<file path="config.mk">
export PLATFORM = sky130hd
export DESIGN_NAME = framed_command_parser
export DESIGN_NICKNAME = d
export VERILOG_FILES = /design/src/design/fcp_pkg.sv /design/src/design/fcp_parse.sv /design/src/design/framed_command_parser.sv
export SDC_FILE = /design/constraint.sdc
export NUM_CORES = 1
export LEC_CHECK = 0
export ABC_AREA = 1
export BUFFER_PORTS_ARGS = -buffer_cell sky130_fd_sc_hd__buf_2
export CAP_MARGIN = 10
export CORE_MARGIN = 2
export CORE_UTILIZATION = 45
export CTS_CLUSTER_DIAMETER = 50
export DETAILED_ROUTE_END_ITERATION = 12
export PLACE_DENSITY_LB_ADDON = 0.2
export RECOVER_POWER = 50
export SLEW_MARGIN = 15
export SYNTH_ARGS = -nofsm -noshare
export SYNTH_HDL_FRONTEND = slang
export SYNTH_SLANG_ARGS = --single-unit
</file>
<file path="constraint.sdc">
create_clock -name aclk -period 9.9 [get_ports aclk]
set_input_delay 2.475 -clock aclk [delete_from_list [all_inputs] [get_ports aclk]]
set_output_delay 2.475 -clock aclk [all_outputs]
set_load 0.1 [all_outputs]
</file>
<file path="src/design/fcp_pkg.sv">
// Shared types and constants for the framed command parser.
`timescale 1ns / 1ps

package fcp_pkg;

    // Frame and type characters
    localparam logic [7:0] CH_OPEN  = 8'h28; // '('
    localparam logic [7:0] CH_CLOSE = 8'h29; // ')'
    localparam logic [7:0] CH_ID    = 8'h49; // 'I'
    localparam logic [7:0] CH_ACK   = 8'h41; // 'A'
    localparam logic [7:0] CH_END   = 8'h45; // 'E'
    localparam logic [7:0] CH_HASH  = 8'h23; // '#'
    localparam logic [7:0] CH_ONE   = 8'h31; // '1'
    localparam logic [7:0] CH_ZERO  = 8'h30; // '0'
    localparam logic [7:0] CH_NINE  = 8'h39; // '9'
    localparam logic [7:0] CH_PLUS  = 8'h2b; // '+'
    localparam logic [7:0] CH_MINUS = 8'h2d; // '-'

    // Result kind codes
    localparam logic [1:0] KIND_NONE = 2'd0;
    localparam logic [1:0] KIND_ID   = 2'd1;
    localparam logic [1:0] KIND_ACK  = 2'd2;
    localparam logic [1:0] KIND_END  = 2'd3;

    typedef struct packed {
        logic [7:0] data_byte;
        logic       last_byte;
    } fcp_req_t;

    typedef struct packed {
        logic               accepted;
        logic [1:0]         kind;
        logic signed [31:0] id_value;
        logic [63:0]        key_bytes;
        logic               id_valid;
        logic               id_received;
        logic               ack_received;
        logic               ack_good;
        logic               end_received;
    } fcp_rsp_t;

    // Package fields as seen on the closing byte
    typedef struct packed {
        logic        frame_ok;
        logic [7:0]  pkg_type;
        logic [7:0]  ack_marker;
        logic [7:0]  ack_digit;
        logic        hash_seen;
        logic        sign_negative;
        logic [31:0] id_acc;
        logic [63:0] key_shift;
        logic        key_ok;
    } frame_info_t;

endpackage

</file>
<file path="src/design/fcp_parse.sv">
// Per-package byte parser: framing, type, id digits and key capture.
`timescale 1ns / 1ps

module fcp_parse #(
    parameter int KEY_LEN = 8
) (
    input  logic                 aclk,
    input  logic                 aresetn,
    input  logic                 take,
    input  fcp_pkg::fcp_req_t    req,
    output fcp_pkg::frame_info_t info
);

    localparam int CNT_W = $clog2(KEY_LEN + 2);

    logic [2:0]       byte_position_reg, byte_position_next;
    logic             first_was_open_reg, first_was_open_next;
    logic [7:0]       package_type_reg, package_type_next;
    logic [7:0]       ack_marker_reg, ack_marker_next;
    logic [7:0]       ack_digit_reg, ack_digit_next;
    logic             hash_seen_reg, hash_seen_next;
    logic             digits_stopped_reg, digits_stopped_next;
    logic             sign_negative_reg, sign_negative_next;
    logic [31:0]      id_acc_reg, id_acc_next;
    logic [63:0]      key_shift_reg, key_shift_next;
    logic [CNT_W-1:0] key_count_reg, key_count_next;

    logic [7:0] b;
    assign b = req.data_byte;

    always_comb begin
        byte_position_next  = byte_position_reg;
        first_was_open_next = first_was_open_reg;
        package_type_next   = package_type_reg;
        ack_marker_next     = ack_marker_reg;
        ack_digit_next      = ack_digit_reg;
        hash_seen_next      = hash_seen_reg;
        digits_stopped_next = digits_stopped_reg;
        sign_negative_next  = sign_negative_reg;
        id_acc_next         = id_acc_reg;
        key_shift_next      = key_shift_reg;
        key_count_next      = key_count_reg;

        if (take) begin
            if (req.last_byte) begin
                byte_position_next  = 3'd0;
                first_was_open_next = 1'b0;
                package_type_next   = 8'd0;
                ack_marker_next     = 8'd0;
                ack_digit_next      = 8'd0;
                hash_seen_next      = 1'b0;
                digits_stopped_next = 1'b0;
                sign_negative_next  = 1'b0;
                id_acc_next         = 32'd0;
                key_shift_next      = 64'd0;
                key_count_next      = '0;
            end else begin
                case (byte_position_reg)
                    3'd0: first_was_open_next = (b == fcp_pkg::CH_OPEN);
                    3'd1: package_type_next = b;
                    3'd2: ack_marker_next = b;
                    3'd3: ack_digit_next = b;
                    default: ;
                endcase

                if (byte_position_reg >= 3'd3) begin
                    if (!hash_seen_reg) begin
                        if (b == fcp_pkg::CH_HASH) begin
                            hash_seen_next = 1'b1;
                        end else if (!digits_stopped_reg) begin
                            if (byte_position_reg == 3'd3 &&
                                (b == fcp_pkg::CH_MINUS || b == fcp_pkg::CH_PLUS)) begin
                                sign_negative_next = (b == fcp_pkg::CH_MINUS);
                            end else if (b >= fcp_pkg::CH_ZERO && b <= fcp_pkg::CH_NINE) begin
                                // acc * 10 + digit, wraps at 32 bits
                                id_acc_next = (id_acc_reg << 3) + (id_acc_reg << 1)
                                            + {28'd0, b[3:0]};
                            end else begin
                                digits_stopped_next = 1'b1;
                            end
                        end
                    end else begin
                        for (int i = 0; i < 8; i++) begin
                            if (i < KEY_LEN && key_count_reg == CNT_W'(i)) begin
                                key_shift_next[8*i +: 8] = key_shift_reg[8*i +: 8] | b;
                            end
                        end
                        if (key_count_reg <= CNT_W'(KEY_LEN)) begin
                            key_count_next = key_count_reg + CNT_W'(1);
                        end
                    end
                end

                if (byte_position_reg < 3'd4) begin
                    byte_position_next = byte_position_reg + 3'd1;
                end
            end
        end
    end

    always_ff @(posedge aclk) begin
        if (!aresetn) begin
            byte_position_reg  <= 3'd0;
            first_was_open_reg <= 1'b0;
            package_type_reg   <= 8'd0;
            ack_marker_reg     <= 8'd0;
            ack_digit_reg      <= 8'd0;
            hash_seen_reg      <= 1'b0;
            digits_stopped_reg <= 1'b0;
            sign_negative_reg  <= 1'b0;
            id_acc_reg         <= 32'd0;
            key_shift_reg      <= 64'd0;
            key_count_reg      <= '0;
        end else begin
            byte_position_reg  <= byte_position_next;
            first_was_open_reg <= first_was_open_next;
            package_type_reg   <= package_type_next;
            ack_marker_reg     <= ack_marker_next;
            ack_digit_reg      <= ack_digit_next;
            hash_seen_reg      <= hash_seen_next;
            digits_stopped_reg <= digits_stopped_next;
            sign_negative_reg  <= sign_negative_next;
            id_acc_reg         <= id_acc_next;
            key_shift_reg      <= key_shift_next;
            key_count_reg      <= key_count_next;
        end
    end

    // Closing byte lands on the slot it would fill, so use it there.
    always_comb begin
        info.frame_ok      = (b == fcp_pkg::CH_CLOSE) && (byte_position_reg != 3'd0)
                           && first_was_open_reg;
        info.pkg_type      = (byte_position_reg == 3'd1) ? b : package_type_reg;
        info.ack_marker    = (byte_position_reg == 3'd2) ? b : ack_marker_reg;
        info.ack_digit     = (byte_position_reg == 3'd3) ? b : ack_digit_reg;
        info.hash_seen     = hash_seen_reg;
        info.sign_negative = sign_negative_reg;
        info.id_acc        = id_acc_reg;
        info.key_shift     = key_shift_reg;
        info.key_ok        = (key_count_reg == CNT_W'(KEY_LEN));
    end

endmodule

</file>
<file path="src/design/framed_command_parser.sv">
// Top level of the framed command parser: stored id, key, flags and result register.
`timescale 1ns / 1ps

// Framed command parser.
// Input channel (s_valid/s_ready/s_data): one package byte per request, with
// last_byte set on the final byte. A package is "(", type, body, ")".
// Output channel (m_valid/m_ready/m_data): one result per package, produced
// from its final byte; other bytes produce nothing.
// Latency: the result is valid the cycle after the final byte is accepted.
// Throughput: one byte per cycle while s_ready is high. All per-byte work
// (framing checks, the decimal id step acc*10+digit, key byte insert) sits
// between the parser state registers and the result register.
// Stall: a pending result is held in the output register; s_ready drops only
// while that register is full and m_ready is low, so bytes keep flowing as
// soon as the result is taken.
// Reset (aresetn low, synchronous): parser state, stored id/key and all
// flags clear to zero, and no result is pending.
// KEY_LEN sets how many key bytes an id package must carry (1 to 8).
module framed_command_parser #(
    parameter int KEY_LEN = 8
) (
    input  logic              aclk,
    input  logic              aresetn,
    input  logic              s_valid,
    output logic              s_ready,
    input  fcp_pkg::fcp_req_t s_data,
    output logic              m_valid,
    input  logic              m_ready,
    output fcp_pkg::fcp_rsp_t m_data
);

    logic                 take;
    logic                 close_pkg;
    fcp_pkg::frame_info_t info;

    logic [31:0] stored_id_reg, stored_id_next;
    logic [63:0] stored_key_reg, stored_key_next;
    logic        id_valid_reg, id_valid_next;
    logic        id_received_reg, id_received_next;
    logic        ack_received_reg, ack_received_next;
    logic        ack_good_reg, ack_good_next;
    logic        end_received_reg, end_received_next;
    logic        accepted;
    logic [1:0]  kind;

    logic              m_valid_reg;
    fcp_pkg::fcp_rsp_t m_data_reg;

    assign s_ready   = !m_valid_reg || m_ready;
    assign take      = s_valid && s_ready;
    assign close_pkg = take && s_data.last_byte;

    fcp_parse #(
        .KEY_LEN(KEY_LEN)
    ) u_parse (
        .aclk   (aclk),
        .aresetn(aresetn),
        .take   (take),
        .req    (s_data),
        .info   (info)
    );

    // Package decode on the closing byte
    always_comb begin
        stored_id_next    = stored_id_reg;
        stored_key_next   = stored_key_reg;
        id_valid_next     = id_valid_reg;
        id_received_next  = id_received_reg;
        ack_received_next = ack_received_reg;
        ack_good_next     = ack_good_reg;
        end_received_next = end_received_reg;
        accepted          = 1'b0;
        kind              = fcp_pkg::KIND_NONE;

        if (info.frame_ok) begin
            case (info.pkg_type)
                fcp_pkg::CH_ID: begin
                    kind = fcp_pkg::KIND_ID;
                    if (!info.hash_seen) begin
                        id_valid_next = 1'b0;
                    end else begin
                        // id is updated even if the key length is wrong
                        stored_id_next = info.sign_negative ? (32'd0 - info.id_acc)
                                                            : info.id_acc;
                        if (!info.key_ok) begin
                            id_valid_next = 1'b0;
                        end else begin
                            stored_key_next  = info.key_shift;
                            id_valid_next    = 1'b1;
                            id_received_next = 1'b1;
                            accepted         = 1'b1;
                        end
                    end
                end
                fcp_pkg::CH_ACK: begin
                    kind = fcp_pkg::KIND_ACK;
                    if (info.ack_marker == fcp_pkg::CH_HASH &&
                        info.ack_digit == fcp_pkg::CH_ONE) begin
                        ack_received_next = 1'b1;
                        ack_good_next     = 1'b1;
                        accepted          = 1'b1;
                    end else if (info.ack_marker == fcp_pkg::CH_HASH &&
                                 info.ack_digit == fcp_pkg::CH_ZERO) begin
                        ack_received_next = 1'b1;
                        ack_good_next     = 1'b0;
                        accepted          = 1'b1;
                    end else begin
                        ack_received_next = 1'b0;
                        ack_good_next     = 1'b0;
                    end
                end
                fcp_pkg::CH_END: begin
                    kind              = fcp_pkg::KIND_END;
                    end_received_next = 1'b1;
                    accepted          = 1'b1;
                end
                default: ;
            endcase
        end
    end

    always_ff @(posedge aclk) begin
        if (!aresetn) begin
            stored_id_reg    <= 32'd0;
            stored_key_reg   <= 64'd0;
            id_valid_reg     <= 1'b0;
            id_received_reg  <= 1'b0;
            ack_received_reg <= 1'b0;
            ack_good_reg     <= 1'b0;
            end_received_reg <= 1'b0;
            m_valid_reg      <= 1'b0;
        end else begin
            if (close_pkg) begin
                stored_id_reg    <= stored_id_next;
                stored_key_reg   <= stored_key_next;
                id_valid_reg     <= id_valid_next;
                id_received_reg  <= id_received_next;
                ack_received_reg <= ack_received_next;
                ack_good_reg     <= ack_good_next;
                end_received_reg <= end_received_next;
                m_valid_reg      <= 1'b1;
            end else if (m_ready) begin
                m_valid_reg <= 1'b0;
            end
        end
    end

    // Result payload, no reset needed
    always_ff @(posedge aclk) begin
        if (close_pkg) begin
            m_data_reg.accepted     <= accepted;
            m_data_reg.kind         <= kind;
            m_data_reg.id_value     <= stored_id_next;
            m_data_reg.key_bytes    <= stored_key_next;
            m_data_reg.id_valid     <= id_valid_next;
            m_data_reg.id_received  <= id_received_next;
            m_data_reg.ack_received <= ack_received_next;
            m_data_reg.ack_good     <= ack_good_next;
            m_data_reg.end_received <= end_received_next;
        end
    end

    assign m_valid = m_valid_reg;
    assign m_data  = m_data_reg;

endmodule

</file>
==> results.cfg, run 1 <==
[clock_network]
postCtsResizedCells = 0
cts_sinks = 337
worst_setup_hold_path_clk_slew_ns = 0.06
clock-root-buffer = clkbuf_16
tritoncts.num_buffers = 45
holdBufCountCts = 0
clock_path_buffers = 3
postCtsSetupRepairBufs = 0
cts_max_level = 2
cts_tree = done
clock_latency_ns = 0.58

[critical_path]
worst-endpoint-required_ns = 10.21
startpoint = m_ready
cp.arrival_ns = 7.22
critical_path.reg2reg.startpoint = m_valid
crit_fanout = 78
start_kind = input port
timing.critical_path.to = stored_id_reg[3]
r2r.worst_path.cells = 9
critical_path.reg2reg.endpoint = stored_id_reg[3]
timing.reg2reg.setup_slack_ns = 4.68
path_class = input port to register
crit_path_end_kind = register

[synthesis]
number_of_enable_flip_flop_cells_after_synthesis = 104
syn_nets = 2368
synth_top_flop_cell = dfxtp_1
synthCells = 2285
yosysSeqAreaShare_pct = 45.5
yosys_register_bits = 337
mappedNetlistArea_mm2 = 0.0171
post-synth-top-count-cell = nand2_1
synthesis.area_per_instance_um2 = 7.49
netlist.top_cell.by_area = dfxtp_1
asyncSetResetFlopFracSynth_pct = 0
synthDistinctLibCells = 46
synthesis.yosys.warnings = 0
synth.area.top_cells = dfxtp_1 27%, edfxtp_1 18%, nand2_1 16%
synth.top_cell.area_share_pct = 27.2
synth.cells.most_frequent = 728 x nand2_1, 279 x inv_1, 233 x dfxtp_1

[detailed_routing]
dr_total_vias = 14772
routed_wl_per_cell_um = 15.5
route.detailed.drc = 0
drt_first_iter_violations = 966
drt-total-wl_um = 45400
number_of_nets_with_antenna_violations_after_detailed_routing = 0
via_per_inst = 5.05
number_of_search_and_repair_iterations_in_the_first_detailed_routing_pass = 5

[run_status]
run_status = complete, but fails checks
failed_checks = max-capacitance violations, max-slew violations

[grt]
grt_overflow_total = 0
grt_antenna_before_repair = 0
first_global_vias = 14197
globalRouteTotalUtil_pct = 23.1
grt_start_max_net_pins = 79
grt_first_pass_wirelength_um = 72600

[power]
pwr_density_cell_mw_per_mm2 = 174
leak_uw = 0.00849
vdd_ir_drop_max_mv = 0.137

[layout]
layout-drive-gt1-share_pct = 7.63
nets = 2460
ff_latch_area_mm2 = 0.00779
total_area_of_multi_input_combinational_cells_mm2 = 0.00773
final.fill_count = 3726
largest_register_ff_count = 104
flow.area_growth_from_synthesis_pct = 12.9
final-instance-count-excl-fill = 2924
diodes = 0

[die]
starting_utilization_of_the_core_area_pct = 45.6
die_area_mm2 = 0.0396
io_pins = 119
die-height_um = 199
core_region_area_mm2 = 0.0376
die_w_um = 199
std_cell_rows = 71

[timing]
timing.max_slew.rel_slack_pct = -135
setup-violations-final = 0
worst_clock_skew_ns = 0.0342
fmax_ghz = 0.145
timing.hold.ws_ns = 0.450
report.final.slew_viol_count = 114
hold_viol = 0
worst_slew_pin_slew_ns = 3.52
layout_min_cycle_time_ns = 6.92
tns_ns = 0
timing.final.crit_share_pct = 69.9
rsz_0062_raised_after_global_routing = false

[place]
last_weighted_congestion_value_of_the_routability_driven_placer = 0.908
place.detailed.instances = 2841
dp.final_hpwl_um = 31600
port-buffer-count = 118

[flow_run]
cap_viol_max_count = 2

[hold_path]
min_path_type = register to register
hold_path_startpoint = stored_id_reg[27]
[routing by layer]
metal / share of wire, % / vias to the layer above / global-route usage, %
met5: 0 / - / 0
met1: 45 / 6844 / 29.3
met3: 4.0 / 93 / 2.80
li1: - / 7513 / -
met2: 48 / 322 / 40.1
met4: 3.3 / 0 / 8.93
[worst max-delay path, stage by stage]
cell and delay (ns):
buf_2 0.08, inv_1 0.03, nand2_1 0.06, inv_1 0.05, nor2_1 0.43, inv_1 0.63
nor2_1 0.33, inv_1 0.21, nand2_1 0.13, clkbuf_1 2.48, o21ai_0 0.27
[cells in the final DEF (no fill, tap or decap), types with 61 or more instances in the layout]
| cell type | count |
|---|---|
| edfxtp_1 | 104 |
| a21oi_1 | 147 |
| nand3_1 | 181 |
| o21ai_1 | 76 |
| ha_1 | 68 |
| nor2_1 | 118 |
| nand2_2 | 61 |
| inv_1 | 283 |
| dfxtp_1 | 233 |
| clkbuf_1 | 117 |
| nand2_1 | 730 |
[where the power goes]
| part | total (µW) | internal, µW | leakage (µW) | switching [µW] |
|---|---|---|---|---|
| sequential | 1470 | 1450 | 0.00289 | 16.6 |
| combinational | 254 | 35.2 | 0.00485 | 219 |
| clock | 1650 | 1000 | 0.000752 | 649 |
| total | 3370 | 2490 | 0.00849 | 884 |
[metrics by stage]
step                      power, µW  setup slack [ns]  utilization (%)  instance area, µm²
after global placement         1750              4.33             47.8               18000
after detailed placement       1760              4.26             47.8               18000
final                          3370              2.98             51.4               19300
after CTS                      3410              4.33             52.0               19500
after global routing           3480              2.36             51.4               19300
after floorplan                1700              2.63                -               17100
[how the worst min path moves through the flow]
| stage | to | cells after the start |
|---|---|---|
| 6_report | stored_id_reg[27] | 2 |
| 2_1_floorplan | stored_id_reg[19] | 2 |
| 5_1_grt | u_parse.key_shift_reg[61] | 2 |
| 3_5_place_dp | stored_id_reg[26] | 2 |
| 4_1_cts | u_parse.key_shift_reg[61] | 2 |
| 3_3_place_gp | stored_id_reg[27] | 2 |
[cells by family after synthesis]
group,Yosys count,synth area share (%)
flip-flops,337,45.5
AO/OA/AOI/OAI,294,8.97
buffers and inverters,376,9.14
AND/OR/NAND/NOR,1180,29.8
XOR/XNOR,28,1.43
adder cells (fa/ha/maj),70,5.20
[final cells by class]
class | instances | share of cell area (%)
sequential | 337 | 40.3
clock inverter | 26 | 1.68
timing repair buffer | 131 | 2.82
inverter | 290 | 5.63
clock buffer | 57 | 6.32
multi-input combinational | 1572 | 40.0
tap | 511 | 3.31
No activity file was read; power rests on OpenSTA's default activity.
==> run 2, diff against run 1 <==
Settings changed: ABC_AREA 1 to 0.
Clock period 9.9 ns to 7 ns, I/O delays scaled along.
==> run 2 against run 1 <==
Effect of this change:
- the flow still finishes with violations (max-capacitance violations, max-slew violations)
- synthesized area is 12% lower
- sequential share of layout area grew 5.3 points
- clock power rose by 25%
- synthesized cell count shrank 37%
- non-clock buffer count shrank 1
- routed wire length fell by 24%
- cell area fell by 12%
- total power rose by 33%
- first-iteration DRC count shrank 31%
==> results.cfg, run 2 <==
[run_status]
run_status = complete, but fails checks
failed_checks = max-capacitance violations, max-slew violations

[die]
core_region_area_mm2 = 0.0327
std_cell_rows = 66
die_w_um = 187
starting_utilization_of_the_core_area_pct = 45.9
die_area_mm2 = 0.0349
io_pins = 119
die-height_um = 187

[detailed_routing]
number_of_nets_with_antenna_violations_after_detailed_routing = 0
route.detailed.drc = 0
number_of_search_and_repair_iterations_in_the_first_detailed_routing_pass = 5
via_per_inst = 5.47
routed_wl_per_cell_um = 17.3
drt-total-wl_um = 34700
dr_total_vias = 10991
drt_first_iter_violations = 670

[synthesis]
synth_top_flop_cell = dfxtp_1
synth.area.top_cells = dfxtp_1 31%, edfxtp_1 21%, ha_1 5.7%
synthCells = 1446
synthDistinctLibCells = 62
yosys_register_bits = 337
yosysSeqAreaShare_pct = 51.8
netlist.top_cell.by_area = dfxtp_1
post-synth-top-count-cell = dfxtp_1
asyncSetResetFlopFracSynth_pct = 0
mappedNetlistArea_mm2 = 0.0150
number_of_enable_flip_flop_cells_after_synthesis = 104
syn_nets = 1529
synth.cells.most_frequent = 233 x dfxtp_1, 126 x nand2_1, 109 x nor2_1, 109 x o21ai_0, 107 x a21oi_1
synthesis.yosys.warnings = 0
synthesis.area_per_instance_um2 = 10.4
synth.top_cell.area_share_pct = 31.0

[grt]
globalRouteTotalUtil_pct = 19.7
met2_usage_pct = 32.4
first_global_vias = 10615
grt_antenna_before_repair = 0
grt_overflow_total = 0
groute.layer.met1.usage_pct = 27.3
grt_start_max_net_pins = 81
globalRoute.busiestLayer = met2
grt_first_pass_wirelength_um = 56700
grt_use_met3_pct = 2.78

[timing]
rsz_0062_raised_after_global_routing = false
timing.final.crit_share_pct = 81.2
timing.hold.ws_ns = 0.474
tns_ns = 0
layout_min_cycle_time_ns = 5.68
hold_viol = 0
worst_clock_skew_ns = 0.0231
report.final.slew_viol_count = 248
fmax_ghz = 0.176
worst_slew_pin_slew_ns = 3.15
timing.max_slew.rel_slack_pct = -110
setup-violations-final = 0

[clock_network]
postCtsResizedCells = 0
cts_max_level = 2
clock-root-buffer = clkbuf_16
cts_sinks = 337
clock_path_buffers = 3
tritoncts.num_buffers = 39
holdBufCountCts = 0
cts_tree = done
worst_setup_hold_path_clk_slew_ns = 0.06
postCtsSetupRepairBufs = 0
clock_latency_ns = 0.53

[layout]
ff_latch_area_mm2 = 0.00779
final.fill_count = 3040
flow.area_growth_from_synthesis_pct = 13.7
diodes = 0
nets = 1621
most_common_library_cell_in_the_layout_ignoring_fill_and_taps = dfxtp_1
mostFrequentLayoutCells = 233 x dfxtp_1, 126 x nand2_1, 116 x clkbuf_1, 109 x o21ai_0, 108 x nor2_1
layout.cell_area.non_filler_mm2 = 0.0171
layout-drive-gt1-share_pct = 10.7
largest_register_ff_count = 104
total_area_of_multi_input_combinational_cells_mm2 = 0.00679

[critical_path]
critical_path.reg2reg.endpoint = stored_key_reg[21]
critical_path.reg2reg.startpoint = m_valid
timing.critical_path.to = stored_key_reg[21]
crit_fanout = 40
crit_path_end_kind = register
startpoint = m_ready
cp.arrival_ns = 6.09
path_class = input port to register
worst-endpoint-required_ns = 7.41
start_kind = input port
timing.reg2reg.setup_slack_ns = 2.38
r2r.worst_path.cells = 7

[place]
placed_cell_area_mm2 = 0.0159
last_weighted_congestion_value_of_the_routability_driven_placer = 0.864
dp.final_hpwl_um = 22200
port-buffer-count = 118

[flow_run]
cap_viol_max_count = 4

[power]
pwr_density_cell_mw_per_mm2 = 262
leak_uw = 0.00650
vdd_ir_drop_max_mv = 0.157

[hold_path]
min_path_type = register to register
run 2: cell count changes after synthesis, moves of 64 or more:
cell	previous run	this run
nand2_1	728	126
inv_1	279	25
nand3_1	181	16
o21ai_1	78	3
mux2_2	0	65
o21ai_0	44	109
a22o_1	0	64
run 2: worst min path at each step:
stage                       start                  to  slack [ns]  cells past startpoint
6_report       stored_key_reg[30]  stored_key_reg[30]        0.47                      1
5_1_grt        stored_key_reg[23]  stored_key_reg[23]        0.49                      1
2_1_floorplan    stored_id_reg[0]    stored_id_reg[0]        0.44                      2
3_5_place_dp    stored_key_reg[4]   stored_key_reg[4]        0.46                      1
4_1_cts         stored_key_reg[1]   stored_key_reg[1]        0.48                      1
3_3_place_gp     stored_id_reg[0]    stored_id_reg[0]        0.46                      2
run 2: area by class of cell:
class,instances,area share (%)
clock buffer,52,6.54
clock inverter,19,1.24
inverter,26,0.578
multi-input combinational,1004,39.7
sequential,337,45.6
tap,442,3.24
timing repair buffer,130,3.12
run 2: metrics by stage:
stage	power (µW)	utilization, %	setup WS [ns]	cells
global route	4630	52.3	1.01	2010
global placement	2470	48.7	1.80	1939
detailed placement	2470	48.7	1.75	1939
floorplan	2400	-	0.144	1446
finish	4480	52.3	1.32	2010
CTS	4540	52.7	2.28	2010
run 2: routing by layer:
| metal | vias up | share of wire, % |
|---|---|---|
| li1 | 5410 | - |
| met1 | 5290 | 48 |
| met2 | 232 | 46 |
| met3 | 59 | 3.9 |
| met4 | 0 | 1.9 |
| met5 | - | 0 |
run 2: cell families after synthesis:
logic type	after synthesis	share of synthesized area, %
buffers and inverters	105	3.09
adders and majority gates	70	5.93
AOI/OAI and AO/OA	400	17.3
xor gates and xnor gates	63	3.67
DFF	337	51.8
and+or+nand+nor	398	12.8
muxes	73	5.40
run 2: worst max-delay path, cell delays in order:
cell        delay (ns)
buf_2             0.09
nand2b_1          0.21
and2_0            0.33
nand2_1           0.58
clkinvlp_2        1.46
and3_2            1.08
buf_4             0.37
a22o_1            0.20
run 2: where the power goes:
group | switching [µW] | internal (µW) | leakage (µW) | total [µW]
clock | 811 | 1250 | 0.000644 | 2060
sequential | 22.8 | 2050 | 0.00283 | 2080
combinational | 302 | 43.8 | 0.00303 | 346
total | 1140 | 3350 | 0.00650 | 4480
